--- config.mk ---
export PLATFORM = sky130hd
export DESIGN_NAME = distance_vector_route_table_core
export DESIGN_NICKNAME = d
export VERILOG_FILES = /design/src/hw/rtl/dvrt_pkg.sv /design/src/hw/rtl/distance_vector_route_table_core.sv /design/src/hw/rtl/dvrt_cell.sv /design/src/hw/rtl/dvrt_proc.sv
export SDC_FILE = /design/constraint.sdc
export NUM_CORES = 2
export LEC_CHECK = 0
export BUFFER_PORTS_ARGS = -buffer_cell sky130_fd_sc_hd__buf_2
export CAP_MARGIN = 15
export CELL_PAD_IN_SITES_DETAIL_PLACEMENT = 1
export CELL_PAD_IN_SITES_GLOBAL_PLACEMENT = 1
export CORE_UTILIZATION = 55
export CTS_BUF_LIST = sky130_fd_sc_hd__clkbuf_2 sky130_fd_sc_hd__clkbuf_4 sky130_fd_sc_hd__clkbuf_8
export DETAILED_ROUTE_END_ITERATION = 6
export PLACE_DENSITY = 0.76
export SYNTH_ARGS = -nofsm -noshare
export SYNTH_HDL_FRONTEND = slang
export SYNTH_HIERARCHICAL = 1
export SYNTH_SLANG_ARGS = --single-unit
--- constraint.sdc ---
create_clock -name clk -period 197.4 [get_ports clk]
set_input_delay 39.48 -clock clk [delete_from_list [all_inputs] [get_ports clk]]
set_output_delay 39.48 -clock clk [all_outputs]
set_load 0.01 [all_outputs]
--- src/hw/rtl/dvrt_pkg.sv ---
// Shared types and constants for the distance-vector route table.
// No dependencies.
package dvrt_pkg;

  localparam logic [2:0] OP_ADD    = 3'd0;
  localparam logic [2:0] OP_REMOVE = 3'd1;
  localparam logic [2:0] OP_READ   = 3'd2;
  localparam logic [2:0] OP_FIND   = 3'd3;
  localparam logic [2:0] OP_TICK   = 3'd4;

  localparam logic [4:0] METRIC_UNREACHABLE = 5'd16;

  localparam logic CFG_ROUTE_TIMEOUT   = 1'b0;
  localparam logic CFG_GARBAGE_TIMEOUT = 1'b1;

  // one slot as it travels around the ring
  typedef struct packed {
    logic        valid;
    logic [31:0] addr;
    logic [31:0] mask;
    logic [31:0] hop;
    logic [4:0]  cost;
    logic [31:0] timer;
  } slot_t;

  // per-transaction command seen by the processing stage
  typedef struct packed {
    logic [2:0]  op;
    logic [31:0] addr;
    logic [31:0] mask;
    logic [31:0] hop;
    logic [4:0]  metric;
    logic [31:0] route_load;
    logic [31:0] garbage_load;
  } cmd_t;

endpackage

--- src/hw/rtl/distance_vector_route_table_core.sv ---
// Distance-vector route table: TABLE_ENTRIES slots held in a ring of cells
// that rotates one slot per cycle, while a transaction is in progress, past a
// single processing stage. A transaction occupies the ring for one full
// rotation, and its result is then valid at the outputs. One item is worked
// on at a time: the next transaction is accepted no earlier than the cycle in
// which the result is taken, and a result that waits for the receiver holds
// off the input. Depends on dvrt_pkg, dvrt_cell,
// dvrt_proc.
module distance_vector_route_table_core #(
  parameter int TABLE_ENTRIES = 32,
  parameter int TIMER_BITS    = 16
) (
  input  logic        clk,
  input  logic        rst_n,
  input  logic        cfg_we,
  input  logic        cfg_index,
  input  logic [15:0] cfg_wdata,
  input  logic        in_valid,
  output logic        in_ready,
  input  logic [2:0]  in_op,
  input  logic [4:0]  in_entry_index,
  input  logic [31:0] in_ip_addr,
  input  logic [31:0] in_subnet_mask,
  input  logic [31:0] in_next_hop,
  input  logic [4:0]  in_metric,
  output logic        out_valid,
  input  logic        out_ready,
  output logic        out_status,
  output logic [4:0]  out_result_index,
  output logic [31:0] out_out_ip,
  output logic [31:0] out_out_mask,
  output logic [31:0] out_out_next_hop,
  output logic [4:0]  out_out_metric,
  output logic [15:0] out_out_time_left,
  output logic        out_route_changed
);

  localparam int IDX_BITS = (TABLE_ENTRIES > 1) ? $clog2(TABLE_ENTRIES) : 1;
  localparam logic [IDX_BITS-1:0] LAST = IDX_BITS'(TABLE_ENTRIES - 1);

  logic [15:0] route_to_r, garbage_to_r;
  dvrt_pkg::cmd_t cmd_r;
  logic [4:0]  idx_r;
  logic        busy_r, done_r, chg_r;
  logic [IDX_BITS-1:0] pos_r;
  logic [4:0]  hit_idx_r;
  dvrt_pkg::slot_t hit_slot_r;

  dvrt_pkg::slot_t ring [TABLE_ENTRIES];
  dvrt_pkg::slot_t head_out;
  logic hit, sel_hit, fin;

  // hold configuration
  always_ff @(posedge clk) begin
    if (!rst_n) begin
      route_to_r   <= 16'd180;
      garbage_to_r <= 16'd120;
    end else if (cfg_we) begin
      if (cfg_index == dvrt_pkg::CFG_ROUTE_TIMEOUT) route_to_r <= cfg_wdata;
      else garbage_to_r <= cfg_wdata;
    end
  end

  // ring of cells; the head cell feeds the processing stage
  genvar g;
  generate
    for (g = 0; g < TABLE_ENTRIES; g++) begin : g_cell
      dvrt_cell #(.TIMER_BITS(TIMER_BITS)) u_cell (
        .clk(clk), .rst_n(rst_n), .shift(busy_r),
        .slot_in((g == TABLE_ENTRIES - 1) ? head_out : ring[(g + 1) % TABLE_ENTRIES]),
        .slot_out(ring[g])
      );
    end
  endgenerate

  assign sel_hit = (32'(idx_r) < TABLE_ENTRIES) && (32'(pos_r) == 32'(idx_r));

  dvrt_proc #(.TIMER_BITS(TIMER_BITS)) u_proc (
    .cmd(cmd_r), .sel_hit(sel_hit), .done(done_r),
    .slot_in(ring[0]), .slot_out(head_out), .hit(hit)
  );

  assign fin      = busy_r && (pos_r == LAST);
  assign in_ready = !busy_r && (!out_valid || out_ready);

  // sequence one transaction through a full rotation
  always_ff @(posedge clk) begin
    if (!rst_n) begin
      busy_r    <= 1'b0;
      out_valid <= 1'b0;
      pos_r     <= '0;
    end else begin
      if (out_valid && out_ready) out_valid <= 1'b0;
      if (in_valid && in_ready) begin
        busy_r <= 1'b1;
        pos_r  <= '0;
      end else if (busy_r) begin
        pos_r <= pos_r + 1'b1;
        if (fin) begin
          busy_r    <= 1'b0;
          out_valid <= 1'b1;
        end
      end
    end
  end

  // capture command and first hit
  always_ff @(posedge clk) begin
    if (in_valid && in_ready) begin
      cmd_r.op           <= in_op;
      cmd_r.addr         <= in_ip_addr;
      cmd_r.mask         <= in_subnet_mask;
      cmd_r.hop          <= in_next_hop;
      cmd_r.metric       <= in_metric;
      cmd_r.route_load   <= 32'(route_to_r);
      cmd_r.garbage_load <= 32'(garbage_to_r);
      idx_r              <= in_entry_index;
      done_r             <= 1'b0;
      chg_r              <= 1'b0;
    end else if (busy_r && hit) begin
      if (!done_r) begin
        hit_idx_r  <= 5'(pos_r);
        hit_slot_r <= ring[0];
      end
      done_r <= 1'b1;
      chg_r  <= 1'b1;
    end
  end

  // form the result from the sequencer's captures
  logic is_entry, is_idx;
  always_comb begin
    is_entry = (cmd_r.op == dvrt_pkg::OP_REMOVE) || (cmd_r.op == dvrt_pkg::OP_READ);
    is_idx   = is_entry || (cmd_r.op == dvrt_pkg::OP_ADD) ||
               (cmd_r.op == dvrt_pkg::OP_FIND);
    out_status        = (cmd_r.op == dvrt_pkg::OP_TICK) ? 1'b0 : !(is_idx && done_r);
    out_result_index  = (is_idx && done_r) ? hit_idx_r : 5'd0;
    out_out_ip        = (is_entry && done_r) ? hit_slot_r.addr : 32'd0;
    out_out_mask      = (is_entry && done_r) ? hit_slot_r.mask : 32'd0;
    out_out_next_hop  = (is_entry && done_r) ? hit_slot_r.hop : 32'd0;
    out_out_metric    = (is_entry && done_r) ? hit_slot_r.cost : 5'd0;
    out_out_time_left = (is_entry && done_r) ? hit_slot_r.timer[15:0] : 16'd0;
    out_route_changed = (cmd_r.op == dvrt_pkg::OP_TICK) && chg_r;
  end

endmodule

--- src/hw/rtl/dvrt_cell.sv ---
// One storage cell of the route ring; holds a slot and passes it on each shift.
// Depends on dvrt_pkg.
module dvrt_cell #(
  parameter int TIMER_BITS = 16
) (
  input  logic           clk,
  input  logic           rst_n,
  input  logic           shift,
  input  dvrt_pkg::slot_t slot_in,
  output dvrt_pkg::slot_t slot_out
);

  dvrt_pkg::slot_t slot_r;

  // advance the ring; valid is control state
  always_ff @(posedge clk) begin
    if (!rst_n) begin
      slot_r.valid <= 1'b0;
    end else if (shift) begin
      slot_r.valid <= slot_in.valid;
    end
    if (shift) begin
      slot_r.addr  <= slot_in.addr;
      slot_r.mask  <= slot_in.mask;
      slot_r.hop   <= slot_in.hop;
      slot_r.cost  <= slot_in.cost;
      slot_r.timer <= slot_in.timer & ((32'd1 << TIMER_BITS) - 32'd1);
    end
  end

  assign slot_out = slot_r;

endmodule

--- src/hw/rtl/dvrt_proc.sv ---
// Head processing stage: applies the current operation to the slot leaving
// the ring before it re-enters. Depends on dvrt_pkg.
module dvrt_proc #(
  parameter int TIMER_BITS = 16
) (
  input  dvrt_pkg::cmd_t  cmd,
  input  logic            sel_hit,
  input  logic            done,
  input  dvrt_pkg::slot_t slot_in,
  output dvrt_pkg::slot_t slot_out,
  output logic            hit
);

  logic [31:0] dec;
  logic [31:0] tmask;

  assign tmask = (32'd1 << TIMER_BITS) - 32'd1;
  assign dec   = (slot_in.timer != 32'd0) ? slot_in.timer - 32'd1 : 32'd0;

  // modify the passing slot according to the operation
  always_comb begin
    slot_out = slot_in;
    hit      = 1'b0;
    unique case (cmd.op) inside
      dvrt_pkg::OP_ADD: begin
        if (!slot_in.valid && !done) begin
          hit            = 1'b1;
          slot_out.valid = 1'b1;
          slot_out.addr  = cmd.addr;
          slot_out.mask  = cmd.mask;
          slot_out.hop   = cmd.hop;
          slot_out.cost  = (cmd.metric > dvrt_pkg::METRIC_UNREACHABLE) ?
                           dvrt_pkg::METRIC_UNREACHABLE : cmd.metric;
          slot_out.timer = cmd.route_load & tmask;
        end
      end
      dvrt_pkg::OP_REMOVE, dvrt_pkg::OP_READ: begin
        if (sel_hit && slot_in.valid) begin
          hit = 1'b1;
          if (cmd.op == dvrt_pkg::OP_REMOVE) slot_out.valid = 1'b0;
        end
      end
      dvrt_pkg::OP_FIND: begin
        hit = slot_in.valid && !done && slot_in.addr == cmd.addr &&
              slot_in.mask == cmd.mask;
      end
      dvrt_pkg::OP_TICK: begin
        if (slot_in.valid) begin
          slot_out.timer = dec;
          if (dec == 32'd0) begin
            if (slot_in.cost == dvrt_pkg::METRIC_UNREACHABLE) begin
              slot_out.valid = 1'b0;
            end else begin
              hit            = 1'b1;
              slot_out.cost  = dvrt_pkg::METRIC_UNREACHABLE;
              slot_out.timer = cmd.garbage_load & tmask;
            end
          end
        end
      end
      default: hit = 1'b0;
    endcase
  end

endmodule

==> run summary <==
Slew HR -> 20.4%
Crit path largest cell delay -> 0.36 ns
crit-path most repeated cell -> buf_2
final setup fails -> 0
layout cells sized above 1 -> 19.9%
# DRC -> 0
DR pass1 iterations -> 7
CTS Hold Bufs -> 0
Die Span Y -> 484 um
syn_area_per_cell -> 24.6 um^2
Min-Delay Path Class -> register to register
gr usage total -> 18.9%
Mapped Cells -> 5196
Sink Count -> 4079
LEAKAGE -> 49.1 nW
outcome -> completed
pre-CTS setup slack -> 117.69 ns
first-pass GRT wire length -> 327 mm
CTS tree -> done
layout net count -> 6199
max cap viols -> 0
Switching Share -> 20.8%
via/cell ratio -> 5.22
VDD IR-drop max -> 0.00869 mV
final hold violations -> 0
CP endpoint kind -> primary output
Critical Path Fanout Max -> 4
most common cell after layout, fill and taps aside -> edfxtp_1
max-slew violations -> 0
CP Data Required Time -> 157.92 ns
chip width -> 484 um
yosys warns -> 6
area of the core -> 231000 um^2
drt initial violations -> 3943
drt total wl -> 222 mm
area delta synth->final -> 13.6%
Core Rows -> 176
fill count -> 18600
Num CTS Buffers -> 633
initial antenna violation count -> 41
die area -> 235000 um^2
Crit-path slowest cell -> nor2b_1
critical path, cell by cell -> buf_2 -> nor2b_1 -> nor2_1 -> buf_2
Clock Pin Slew Worst Setup and Hold Paths -> 0.06 ns
TNS Setup -> 0 ns
synthesized area -> 128000 um^2
final worst setup slack -> 117.65 ns
mean routed wirelength per cell -> 23.3 um
Buffers on Ports -> 256
grt ovf -> 0
Core Util, Final -> 63.0%
RSZ-0062 raised after global routing -> false
vias in the first global route -> 53300
final period utilization -> 40.4%
Setup CP Type -> primary input to primary output
Max Freq -> 12.5 MHz
H-tree depth -> 6
Clock Skew -> 0.0919 ns
Net Switching -> 0.365 mW
data arrival time of the worst path -> 40.27 ns
Clock Power Share -> 38.6%
CTS Root Cell -> clkbuf_8
Resize count post-CTS -> 0
Setup Buffers After CTS -> 0
P_int -> 1.39 mW
gpl congestion -> 0.809
DPL Wire Length -> 123 mm
Seq pwr share -> 59.1%
largest net degree at the start of global routing -> 234
Vias -> 50000
ANT nets after route -> 0
commonest non-fill, non-tap cells in the layout -> 4007 x edfxtp_1, 657 x clkbuf_8, 370 x nand2_1
Slew @ Worst Pin -> 1.18 ns
IO Pins -> 257
total power -> 1.75 mW
min Tclk post-route -> 79.75 ns
initial core utilization -> 55.5%
CP startpoint kind -> primary input
clock latency on the worst-skew pair -> 1.08 ns
PD cells -> 12.1 nW/um^2
hold_ws -> 0.353 ns
clk buf depth -> 4
Comb pwr share -> 2.3%
cell type report:
type / count / area (um^2) / share of cell area [%]
inverter: 24 / 90.1 / 0.0620
antenna: 18 / 45.0 / 0.0310
clock buffer: 849 / 10500 / 7.21
timing repair buffer: 323 / 1910 / 1.32
sequential: 4079 / 122000 / 83.8
tap: 3026 / 3790 / 2.60
clock inverter: 246 / 1580 / 1.09
multi-input combinational: 1003 / 5680 / 3.91
critical path: cells and delay by family:
family,cells,cell delay [ns]
buf+inv,2,0.29
simple gates,2,0.48
power by group through the flow:
stage          sequential, mW  combinational (mW)  clock (mW)
3_3_place_gp             1.05              0.0381           0
4_1_cts                  1.04              0.0404       0.702
5_1_grt                  1.04              0.0436       0.730
2_1_floorplan            1.28              0.0139           0
6_report                 1.04              0.0398       0.678
3_5_place_dp             1.05              0.0406           0
sequential cells by signal, indices dropped and copies added, names as in the netlist:
signal / cells
cmd_r: 136
garbage_to_r: 16
chg_r: 1
idx_r: 5
pos_r: 5
hit_slot_r: 117
route_to_r: 16
out_valid: 1
g_cell.u_cell/slot_out: 3776
busy_r: 1
hit_idx_r: 5
layer usage:
layer,GRT usage [%],routed length (um),vias to the layer above
li1,-,-,22300
met1,25.4,95400,25700
met2,29.9,107000,1439
met3,3.95,10900,496
met4,9.10,9030,0
met5,0,0,-
worst paths after layout:
path,startpoint,endpoint,slack [ns],cells past startpoint
worst max-delay path,out_ready,in_ready,117.65,4
worst min-delay path,g_cell[24].u_cell/slot_out[57],g_cell[23].u_cell/slot_out[57],0.35,0
worst max register to register,busy_r,g_cell[19].u_cell/slot_out[43],190.86,6
worst min register to register,g_cell[24].u_cell/slot_out[57],g_cell[23].u_cell/slot_out[57],0.35,0
per-stage QoR:
stage | instances | instance area [um^2]
2_1_floorplan | 5211 | 128000
5_1_grt | 9566 | 145000
6_report | 9568 | 145000
3_5_place_dp | 8452 | 133000
3_3_place_gp | 8452 | 133000
4_1_cts | 9547 | 145000
Note: power is estimated with default switching activity, not from simulation.
